===== src/rtl/ncto_pkg.sv =====
// ncto_pkg: shared widths, transaction payload types and sequencer states
// for the nearest-circle-to-origin search core.
// No dependencies; imported by the core and its checker.
package ncto_pkg;

  // coordinate width, two's complement with 4 fraction bits
  localparam int COORD_WIDTH = 16;
  // radius is one bit narrower, unsigned
  localparam int RADIUS_WIDTH = COORD_WIDTH - 1;
  // square sum and root widths
  localparam int SUM_WIDTH = 2 * COORD_WIDTH;
  localparam int ROOT_WIDTH = COORD_WIDTH;
  // root iteration counter
  localparam int STEP_WIDTH = $clog2(COORD_WIDTH);

  // one input circle
  typedef struct packed {
    logic signed [COORD_WIDTH-1:0] center_x;
    logic signed [COORD_WIDTH-1:0] center_y;
    logic [RADIUS_WIDTH-1:0]       radius;
    logic                          last_circle;
  } circle_t;

  // one result circle
  typedef struct packed {
    logic signed [COORD_WIDTH-1:0] best_x;
    logic signed [COORD_WIDTH-1:0] best_y;
    logic [RADIUS_WIDTH-1:0]       best_radius;
  } best_t;

  // sequencer states
  typedef enum logic [2:0] {
    ST_IDLE,
    ST_SQ_X,
    ST_SQ_Y,
    ST_ADD,
    ST_ROOT,
    ST_DECIDE
  } state_t;

endpackage


===== src/rtl/nearest_circle_to_origin_core.sv =====
// nearest_circle_to_origin_core: keeps the circle nearest the origin over a
// set of circles and emits it on the circle flagged last.
// Depends on ncto_pkg.
//
//   channel | direction | handshake                  | payload
//   circle  | in        | circle_valid, circle_ready | circle_t
//   best    | out       | best_valid, best_ready     | best_t
//
// Each circle passes through these steps in order: accept, two squarings on
// the shared squaring multiplier, the square sum, COORD_WIDTH steps of the
// one-bit-per-cycle square root, and a compare.
// circle_ready is high only while the sequencer is idle.
// The result sits in an output register; a stalled best channel holds the
// core in its compare step only when a further last circle is ready to emit.
// rst is synchronous, active high, and clears the sequencer, the kept flag
// and the output valid.
module nearest_circle_to_origin_core import ncto_pkg::*; (
  input  logic    clk,
  input  logic    rst,
  input  logic    circle_valid,
  output logic    circle_ready,
  input  circle_t circle,
  output logic    best_valid,
  input  logic    best_ready,
  output best_t   best
);

  state_t state, state_next;

  // working registers
  circle_t                 cur;
  logic [COORD_WIDTH-1:0]  mag_x;
  logic [COORD_WIDTH-1:0]  mag_y;
  logic [SUM_WIDTH-2:0]    prod;
  logic [SUM_WIDTH-2:0]    sq_x;
  logic [SUM_WIDTH-1:0]    radicand;
  logic [ROOT_WIDTH:0]     rem;
  logic [ROOT_WIDTH-1:0]   root;
  logic [STEP_WIDTH-1:0]   step;

  // kept circle of the current set
  logic [COORD_WIDTH-1:0]  kept_x;
  logic [COORD_WIDTH-1:0]  kept_y;
  logic [RADIUS_WIDTH-1:0] kept_radius;
  logic [ROOT_WIDTH-1:0]   kept_distance;
  logic                    have_kept;

  // magnitudes of the incoming center
  logic [COORD_WIDTH-1:0] in_ux, in_uy, in_mag_x, in_mag_y;
  assign in_ux    = circle.center_x;
  assign in_uy    = circle.center_y;
  assign in_mag_x = in_ux[COORD_WIDTH-1] ? (~in_ux + 1'b1) : in_ux;
  assign in_mag_y = in_uy[COORD_WIDTH-1] ? (~in_uy + 1'b1) : in_uy;

  // shared squaring multiplier
  logic [COORD_WIDTH-1:0] mul_a;
  logic [SUM_WIDTH-1:0]   mul_full;
  assign mul_a    = (state == ST_SQ_X) ? mag_x : mag_y;
  assign mul_full = mul_a * mul_a;

  // one square root step: bring down two radicand bits, try the next bit
  logic [ROOT_WIDTH+2:0] rem_shift, trial, rem_diff;
  logic                  root_bit;
  assign rem_shift = {rem, radicand[SUM_WIDTH-1:SUM_WIDTH-2]};
  assign trial     = {1'b0, root, 2'b01};
  assign root_bit  = (rem_shift >= trial);
  assign rem_diff  = rem_shift - trial;

  // distance and keep decision
  logic [ROOT_WIDTH-1:0] r_ext, circle_dist;
  logic                  take, out_stall;
  assign r_ext       = {1'b0, cur.radius};
  assign circle_dist = (root >= r_ext) ? (root - r_ext) : (r_ext - root);
  assign take        = !have_kept || (kept_distance > circle_dist);
  assign out_stall   = cur.last_circle && best_valid && !best_ready;

  // next state
  always_comb begin
    state_next = state;
    unique case (state)
      ST_IDLE:   if (circle_valid) state_next = ST_SQ_X;
      ST_SQ_X:   state_next = ST_SQ_Y;
      ST_SQ_Y:   state_next = ST_ADD;
      ST_ADD:    state_next = ST_ROOT;
      ST_ROOT:   if (step == '0) state_next = ST_DECIDE;
      ST_DECIDE: if (!out_stall) state_next = ST_IDLE;
      default:   state_next = ST_IDLE;
    endcase
  end

  // handshake outputs
  always_comb begin
    circle_ready = (state == ST_IDLE);
  end

  always_ff @(posedge clk) begin
    if (rst) begin
      state <= ST_IDLE;
    end else begin
      state <= state_next;
    end
  end

  // datapath
  always_ff @(posedge clk) begin
    unique case (state)
      ST_IDLE: begin
        if (circle_valid) begin
          cur   <= circle;
          mag_x <= in_mag_x;
          mag_y <= in_mag_y;
        end
      end
      ST_SQ_X: begin
        prod <= mul_full[SUM_WIDTH-2:0];
      end
      ST_SQ_Y: begin
        sq_x <= prod;
        prod <= mul_full[SUM_WIDTH-2:0];
      end
      ST_ADD: begin
        radicand <= {1'b0, sq_x} + {1'b0, prod};
        rem      <= '0;
        root     <= '0;
        step     <= STEP_WIDTH'(COORD_WIDTH - 1);
      end
      ST_ROOT: begin
        rem      <= root_bit ? rem_diff[ROOT_WIDTH:0] : rem_shift[ROOT_WIDTH:0];
        root     <= {root[ROOT_WIDTH-2:0], root_bit};
        radicand <= {radicand[SUM_WIDTH-3:0], 2'b00};
        step     <= step - 1'b1;
      end
      ST_DECIDE: begin
        if (!out_stall && take) begin
          kept_x        <= cur.center_x;
          kept_y        <= cur.center_y;
          kept_radius   <= cur.radius;
          kept_distance <= circle_dist;
        end
      end
      default: begin
      end
    endcase
  end

  // kept flag and output register
  always_ff @(posedge clk) begin
    if (rst) begin
      have_kept  <= 1'b0;
      best_valid <= 1'b0;
    end else begin
      if (state == ST_DECIDE && !out_stall) begin
        have_kept <= !cur.last_circle;
      end
      if (state == ST_DECIDE && !out_stall && cur.last_circle) begin
        best_valid <= 1'b1;
      end else if (best_valid && best_ready) begin
        best_valid <= 1'b0;
      end
    end
  end

  // result payload, from the new circle when it wins
  always_ff @(posedge clk) begin
    if (state == ST_DECIDE && !out_stall && cur.last_circle) begin
      if (take) begin
        best.best_x      <= cur.center_x;
        best.best_y      <= cur.center_y;
        best.best_radius <= cur.radius;
      end else begin
        best.best_x      <= kept_x;
        best.best_y      <= kept_y;
        best.best_radius <= kept_radius;
      end
    end
  end

endmodule


===== config.mk =====
export PLATFORM = sky130hd
export DESIGN_NAME = nearest_circle_to_origin_core
export DESIGN_NICKNAME = d
export VERILOG_FILES = /design/src/rtl/ncto_pkg.sv /design/src/rtl/nearest_circle_to_origin_core.sv
export SDC_FILE = /design/constraint.sdc
export NUM_CORES = 1
export LEC_CHECK = 0
export BUFFER_PORTS_ARGS = -buffer_cell sky130_fd_sc_hd__buf_2
export CORE_MARGIN = 2
export CORE_UTILIZATION = 70
export CTS_BUF_LIST = sky130_fd_sc_hd__clkbuf_4 sky130_fd_sc_hd__clkbuf_8
export CTS_CLUSTER_DIAMETER = 120
export CTS_CLUSTER_SIZE = 40
export DETAILED_ROUTE_END_ITERATION = 10
export PLACE_DENSITY = 0.89
export RECOVER_POWER = 25
export SYNTH_ARGS = -nofsm -noshare
export SYNTH_HDL_FRONTEND = slang
export SYNTH_SLANG_ARGS = --single-unit

===== constraint.sdc =====
create_clock -name clk -period 22.4 [get_ports clk]
set_input_delay 4.48 -clock clk [delete_from_list [all_inputs] [get_ports clk]]
set_output_delay 4.48 -clock clk [all_outputs]
set_load 0.02 [all_outputs]

Word level (Yosys, flattened, before mapping)
Index checks and enable logic that the tools add are counted.
Word-level totals
  flip-flop bits (word level): 326
  bits of input ports: 52
  output and inout port bits: 49
  logic and storage cells: 80
Operators by class
  add/sub/neg operators: 7
  multipliers: 1
  order comparisons: 3
  equal/unequal tests: 8
  muxes and demuxes: 16
  bitwise operators: 2
  reductions and logical operators: 19
Operator list (count)
  32-bit case mux with 2 select lines: 1
  47-bit 2-to-1 mux: 1
  17-bit case mux with 2 select lines: 1
  16-bit by 1-bit adder with 16-bit output (second input constant): 2
  31-bit by 31-bit adder with 32-bit output: 1
  16-bit 2-to-1 mux: 2
  16-bit inverter: 2
  16-bit case mux with 2 select lines: 1
  16-bit by 16-bit multiplier with 31-bit output: 1
  15-bit 2-to-1 mux: 2
  19-bit by 18-bit greater-or-equal comparator with 1-bit output: 1
  3-bit case mux with 6 select lines: 1
  17-bit 2-to-1 mux: 1
  17-bit subtractor: 1
  16-bit by 15-bit greater-or-equal comparator with 1-bit output: 1
  16-bit > comparator: 1
  15-bit by 16-bit subtractor with 16-bit output: 1
  16-bit by 15-bit subtractor with 16-bit output: 1
  3-bit 2-to-1 mux: 3
  4-bit case mux with 2 select lines: 1
  3-bit by 2-bit equality test with 1-bit output (second input constant): 2
  3-bit equality test (second input constant): 2
  1-bit logical AND: 6
  2-bit != test (second input constant): 3
  other kinds (11): 17

Depth between registers and ports, before layout
  depth in word-level cells: 6
  depth in mapped cells: 29
  mapped depth without buffers: 26

Worst setup path before layout
No wires, ideal clock.
  path kind: input port to flip-flop
  start point: in best_ready
  end point: reg kept_distance[0] (enable)
  setup time: 0.562 ns
  data arrival time: 8.943 ns
  data required time: 21.838 ns
  slack: 12.895 ns
  cell stages on the path: 4
  buffers on the path: 0
  path through: nor2b_1 > nand2_1 > nand2_1 > nor3_1
On the way
  longest elaborated chain between the ends: 5
Ends and longest elaborated chain
  from (decl): line nearest_circle_to_origin_core.sv:24  | input logic best_ready,
  1-bit logical NOT: line nearest_circle_to_origin_core.sv:75  | assign out_stall = cur.last_circle && best_valid && !best_ready;
  1-bit logical AND: line nearest_circle_to_origin_core.sv:75
  1-bit logical NOT: line nearest_circle_to_origin_core.sv:134  | if (!out_stall && take) begin
  1-bit logical AND: line nearest_circle_to_origin_core.sv:134
  2-bit AND reduction (no source line)
  to (signal assigned): line nearest_circle_to_origin_core.sv:138  | kept_distance <= circle_dist;
  to (decl): line nearest_circle_to_origin_core.sv:45  | logic [ROOT_WIDTH-1:0] kept_distance;
No other way between the ends.
A chain may end at the register's enable or synchronous reset.

Final worst setup path
  start point: reg state[0]
  end point: reg prod[30] (data pin)
On the way
  longest elaborated chain between the ends: 3
Ends and longest elaborated chain
  from (decl): line nearest_circle_to_origin_core.sv:28  | state_t state, state_next;
  from (signal assigned): line nearest_circle_to_origin_core.sv:100  | state <= state_next;
  3-bit by 1-bit equality test with 1-bit output: line nearest_circle_to_origin_core.sv:58  | assign mul_a = (state == ST_SQ_X) ? mag_x : mag_y;
  16-bit 2-to-1 mux: line nearest_circle_to_origin_core.sv:58
  16-bit by 16-bit multiplier with 31-bit output: line nearest_circle_to_origin_core.sv:59  | assign mul_full = mul_a * mul_a;
  net mul_full[30]: line nearest_circle_to_origin_core.sv:57  | logic [SUM_WIDTH-1:0] mul_full;
  to (signal assigned): line nearest_circle_to_origin_core.sv:115  | prod <= mul_full[SUM_WIDTH-2:0];
  to (signal assigned): line nearest_circle_to_origin_core.sv:119  | prod <= mul_full[SUM_WIDTH-2:0];
  to (decl): line nearest_circle_to_origin_core.sv:34  | logic [SUM_WIDTH-2:0] prod;
The timed path passes the listed nets, and every way through them passes these cells.

==> impl_metrics.py <==
metrics = {
    "critical_path": {
        "critPathArrivalTime_ns": 9.20,
        "required_ns": 22.77,
        "critical_path.max_fanout": 20,
        "critical_path.endpoint_type": "flop",
        "crit_top_cell": "fa_1",
        "cp_slowest_cell": "clkbuf_1",
        "setup.worst_path.start_class": "flop",
        "crit_chain": "nor3b_2 -> clkbuf_1 -> mux2i_1 -> clkinv_1 -> nand2_1 -> fa_1 -> fa_1 -> inv_1 -> fa_1 -> fa_1 -> fa_1 -> inv_1 -> fa_1 -> inv_1 -> ha_1 -> a21o_1 -> a21o_1 -> a21o_1 -> a2111oi_0 -> nor2_1 -> a211o_1 -> o21ba_2 -> xnor2_1",
        "crit_path_max_incr_delay_ns": 0.95,
        "worstSetupPathType": "flop to flop",
    },
    "global_route": {
        "grt.busiest_layer": "met2",
        "grt_first_pass_wirelength_mm": 79.7,
        "gr-usage-met3": 0.0463,
        "grt_antenna_before_repair": 1,
        "globalRouteMet1Util": 0.390,
        "via_count_of_the_first_global_routing_pass": 15954,
        "global_route.usage.met2": 0.491,
        "grt_max_degree": 79,
        "grt_overflow": 0,
        "track_usage": 0.292,
    },
    "logic_synthesis": {
        "ys_warn_count": 0,
        "synth-seq-area-share": 0.414,
        "yosys_most_used_dff": "edfxtp_1",
        "synth_nets": 2467,
        "number_of_enable_flip_flop_cells_after_synthesis": 317,
        "yosys_register_bits": 322,
        "avgSynthCellArea_sq_um": 11.3,
        "postSynthCellCount": 2059,
        "synth-async-reset-ratio": 0,
        "netlist_area_sq_um": 23200,
        "synth.lib_cells_used.distinct": 82,
    },
    "sta": {
        "final_setup_fails": 0,
        "setup_tns_ns": 0,
        "worstMarginPinSlew_ns": 2.91,
        "final_critical_path_setup_slack_ns": 13.57,
        "fmax_mhz": 113,
        "grt_setup_unrepaired": "no",
        "layout_worst_path_cycle_share": 0.394,
        "relSlewSlack": -0.942,
        "finalClockSkew_ns": 0.0954,
        "final_max_slew_viol_count": 169,
        "final-hold-violation-count": 0,
        "final_period_minus_worst_setup_slack_ns": 8.83,
    },
    "routing": {
        "routed_wl_mm": 49.3,
        "drtAntennaViolNets": 0,
        "drt_first_iter_violations": 1403,
        "wl_per_cell_um": 19.1,
        "vias": 15521,
        "remaining_design_rule_violation_count": 0,
        "viasPerCell": 6.00,
        "drt_pass1_iterations": 6,
    },
    "cts": {
        "clock_tree.htree_level_count": 1,
        "clock_sinks": 322,
        "cts-buffers-inserted": 13,
        "post_cts_hold_buffer_count": 0,
        "post_cts_resize_count": 0,
        "cts_root_buffer": "clkbuf_8",
        "clk_transition_reported_paths_ns": 0.22,
        "post-cts-setup-buffers": 0,
        "insertion_delay_ns": 0.58,
        "clock_path_buffers": 3,
        "cts_tree": "built",
    },
    "status": {
        "violations": "max-capacitance violations, max-slew violations",
        "status": "finished, violations left",
    },
    "run": {
        "max_cap_check_violation_count": 4,
    },
    "placed_design": {
        "place.gp.congestion": 0.988,
        "pre_cts_ws_ns": 14.35,
        "placed_area_sq_um": 24200,
        "place_hpwl_mm": 38.5,
        "io_buffers": 100,
    },
    "layout": {
        "diode_insertion_count_for_antenna_repair": 0,
        "post-route-util": 0.748,
        "mostFrequentLayoutCells": "edfxtp_1, inv_1, ha_1",
        "drive_above_1_share": 0.110,
        "syn2layout_area_growth_pct": 5.09,
        "fin_area_sq_um": 24400,
        "layout.cells.most_common": "edfxtp_1",
        "final_nets": 2546,
    },
    "floorplanning": {
        "floorplan.die.height_um": 186,
        "floorplan.initialDensity": 0.712,
        "floorplan.die.width_um": 186,
        "number_of_top_level_pins": 101,
        "num_rows": 66,
        "design.die.area_sq_um": 34700,
        "core_area_sq_um": 32600,
    },
    "worst_hold_path": {
        "class_of_the_tightest_hold_or_removal_check": "flop to flop",
    },
}
==> kinds of logic after synthesis <==
kind of cell	count (synthesis)	share of synthesized area
buffers and inverters	368	0.0630
AO/OA/AOI/OAI	333	0.100
multiplexers	86	0.0403
XOR/XNOR	114	0.0430
flip-flops	322	0.414
AND/OR/NAND/NOR	480	0.0943
adder cells (fa/ha/maj)	356	0.245
==> sequential cells by signal (all words and copies together) (netlist names) <==
register	cells
prod	30
have_kept	1
kept_radius	15
step	4
radicand	32
mag_y	15
rem	17
kept_y	16
state	3
cur	48
kept_distance	16
sq_x	30
best_valid	1
mag_x	15
kept_x	16
best	47
root	16
==> worst max-delay path, delay by kind of cell, from the launching register on <==
kind | cells | cell delay [ns]
AOI/OAI and AO/OA | 6 | 1.65
xor gates and xnor gates | 1 | 0.12
adders and majority gates | 7 | 3.22
buffers and inverters | 5 | 1.63
DFF | 1 | 0.56
muxes | 1 | 0.74
and+or+nand+nor | 3 | 0.69
==> per-stage QoR <==
stage / cells / hold slack (ns)
final: 2585 / 0.472
after global routing: 2585 / 0.483
after CTS: 2585 / 0.473
after detailed placement: 2565 / 0.433
after global placement: 2565 / 0.427
after floorplan: 2059 / 0.422
==> synthesized netlist by cell type (10+ instances only) <==
master,instances,area share
fa_1,165,0.14
and2_1,14,0.0038
o21a_1,13,0.0042
nand2b_1,10,0.0027
xor2_1,38,0.014
xnor2_1,76,0.029
nor2_1,155,0.025
mux2_2,60,0.029
clkbuf_1,29,0.0047
a21o_1,62,0.020
mux2i_1,25,0.011
ha_1,191,0.10
o21ai_0,50,0.011
a21oi_1,86,0.019
nor2b_1,14,0.0038
nand2_1,164,0.026
o31ai_1,24,0.0078
nand4_1,11,0.0030
o21bai_1,10,0.0032
nand3_1,18,0.0039
inv_1,313,0.051
and3_1,13,0.0035
nor3_1,38,0.0082
edfxtp_1,317,0.41
==> layer usage <==
layer | part of all wire | vias up
met5 | 0.00026 | -
met4 | 0.034 | 2
met3 | 0.066 | 111
met2 | 0.48 | 615
met1 | 0.42 | 7590
li1 | - | 7203
==> final timing paths <==
path | startpoint | endpoint | slack (ns) | depth (start not counted)
setup / recovery | state[0] | prod[30] | 13.57 | 23
hold / removal | cur[17] | kept_y[1] | 0.47 | 0
setup reg to reg | state[0] | prod[30] | 13.57 | 23
hold reg to reg | cur[17] | kept_y[1] | 0.47 | 0
==> layout make-up <==
| type | instances | area (sq um) |
|---|---|---|
| multi-input combinational | 1369 | 12200 |
| tap | 442 | 553 |
| sequential | 322 | 9620 |
| clock buffer | 16 | 201 |
| clock inverter | 4 | 73.8 |
| inverter | 318 | 1190 |
| fill | 2131 | 8210 |
| timing repair buffer | 114 | 587 |
Power is left out: the tool's default activity adds up to more than one toggle a clock period on the data nets, which glitch-free logic cannot reach.
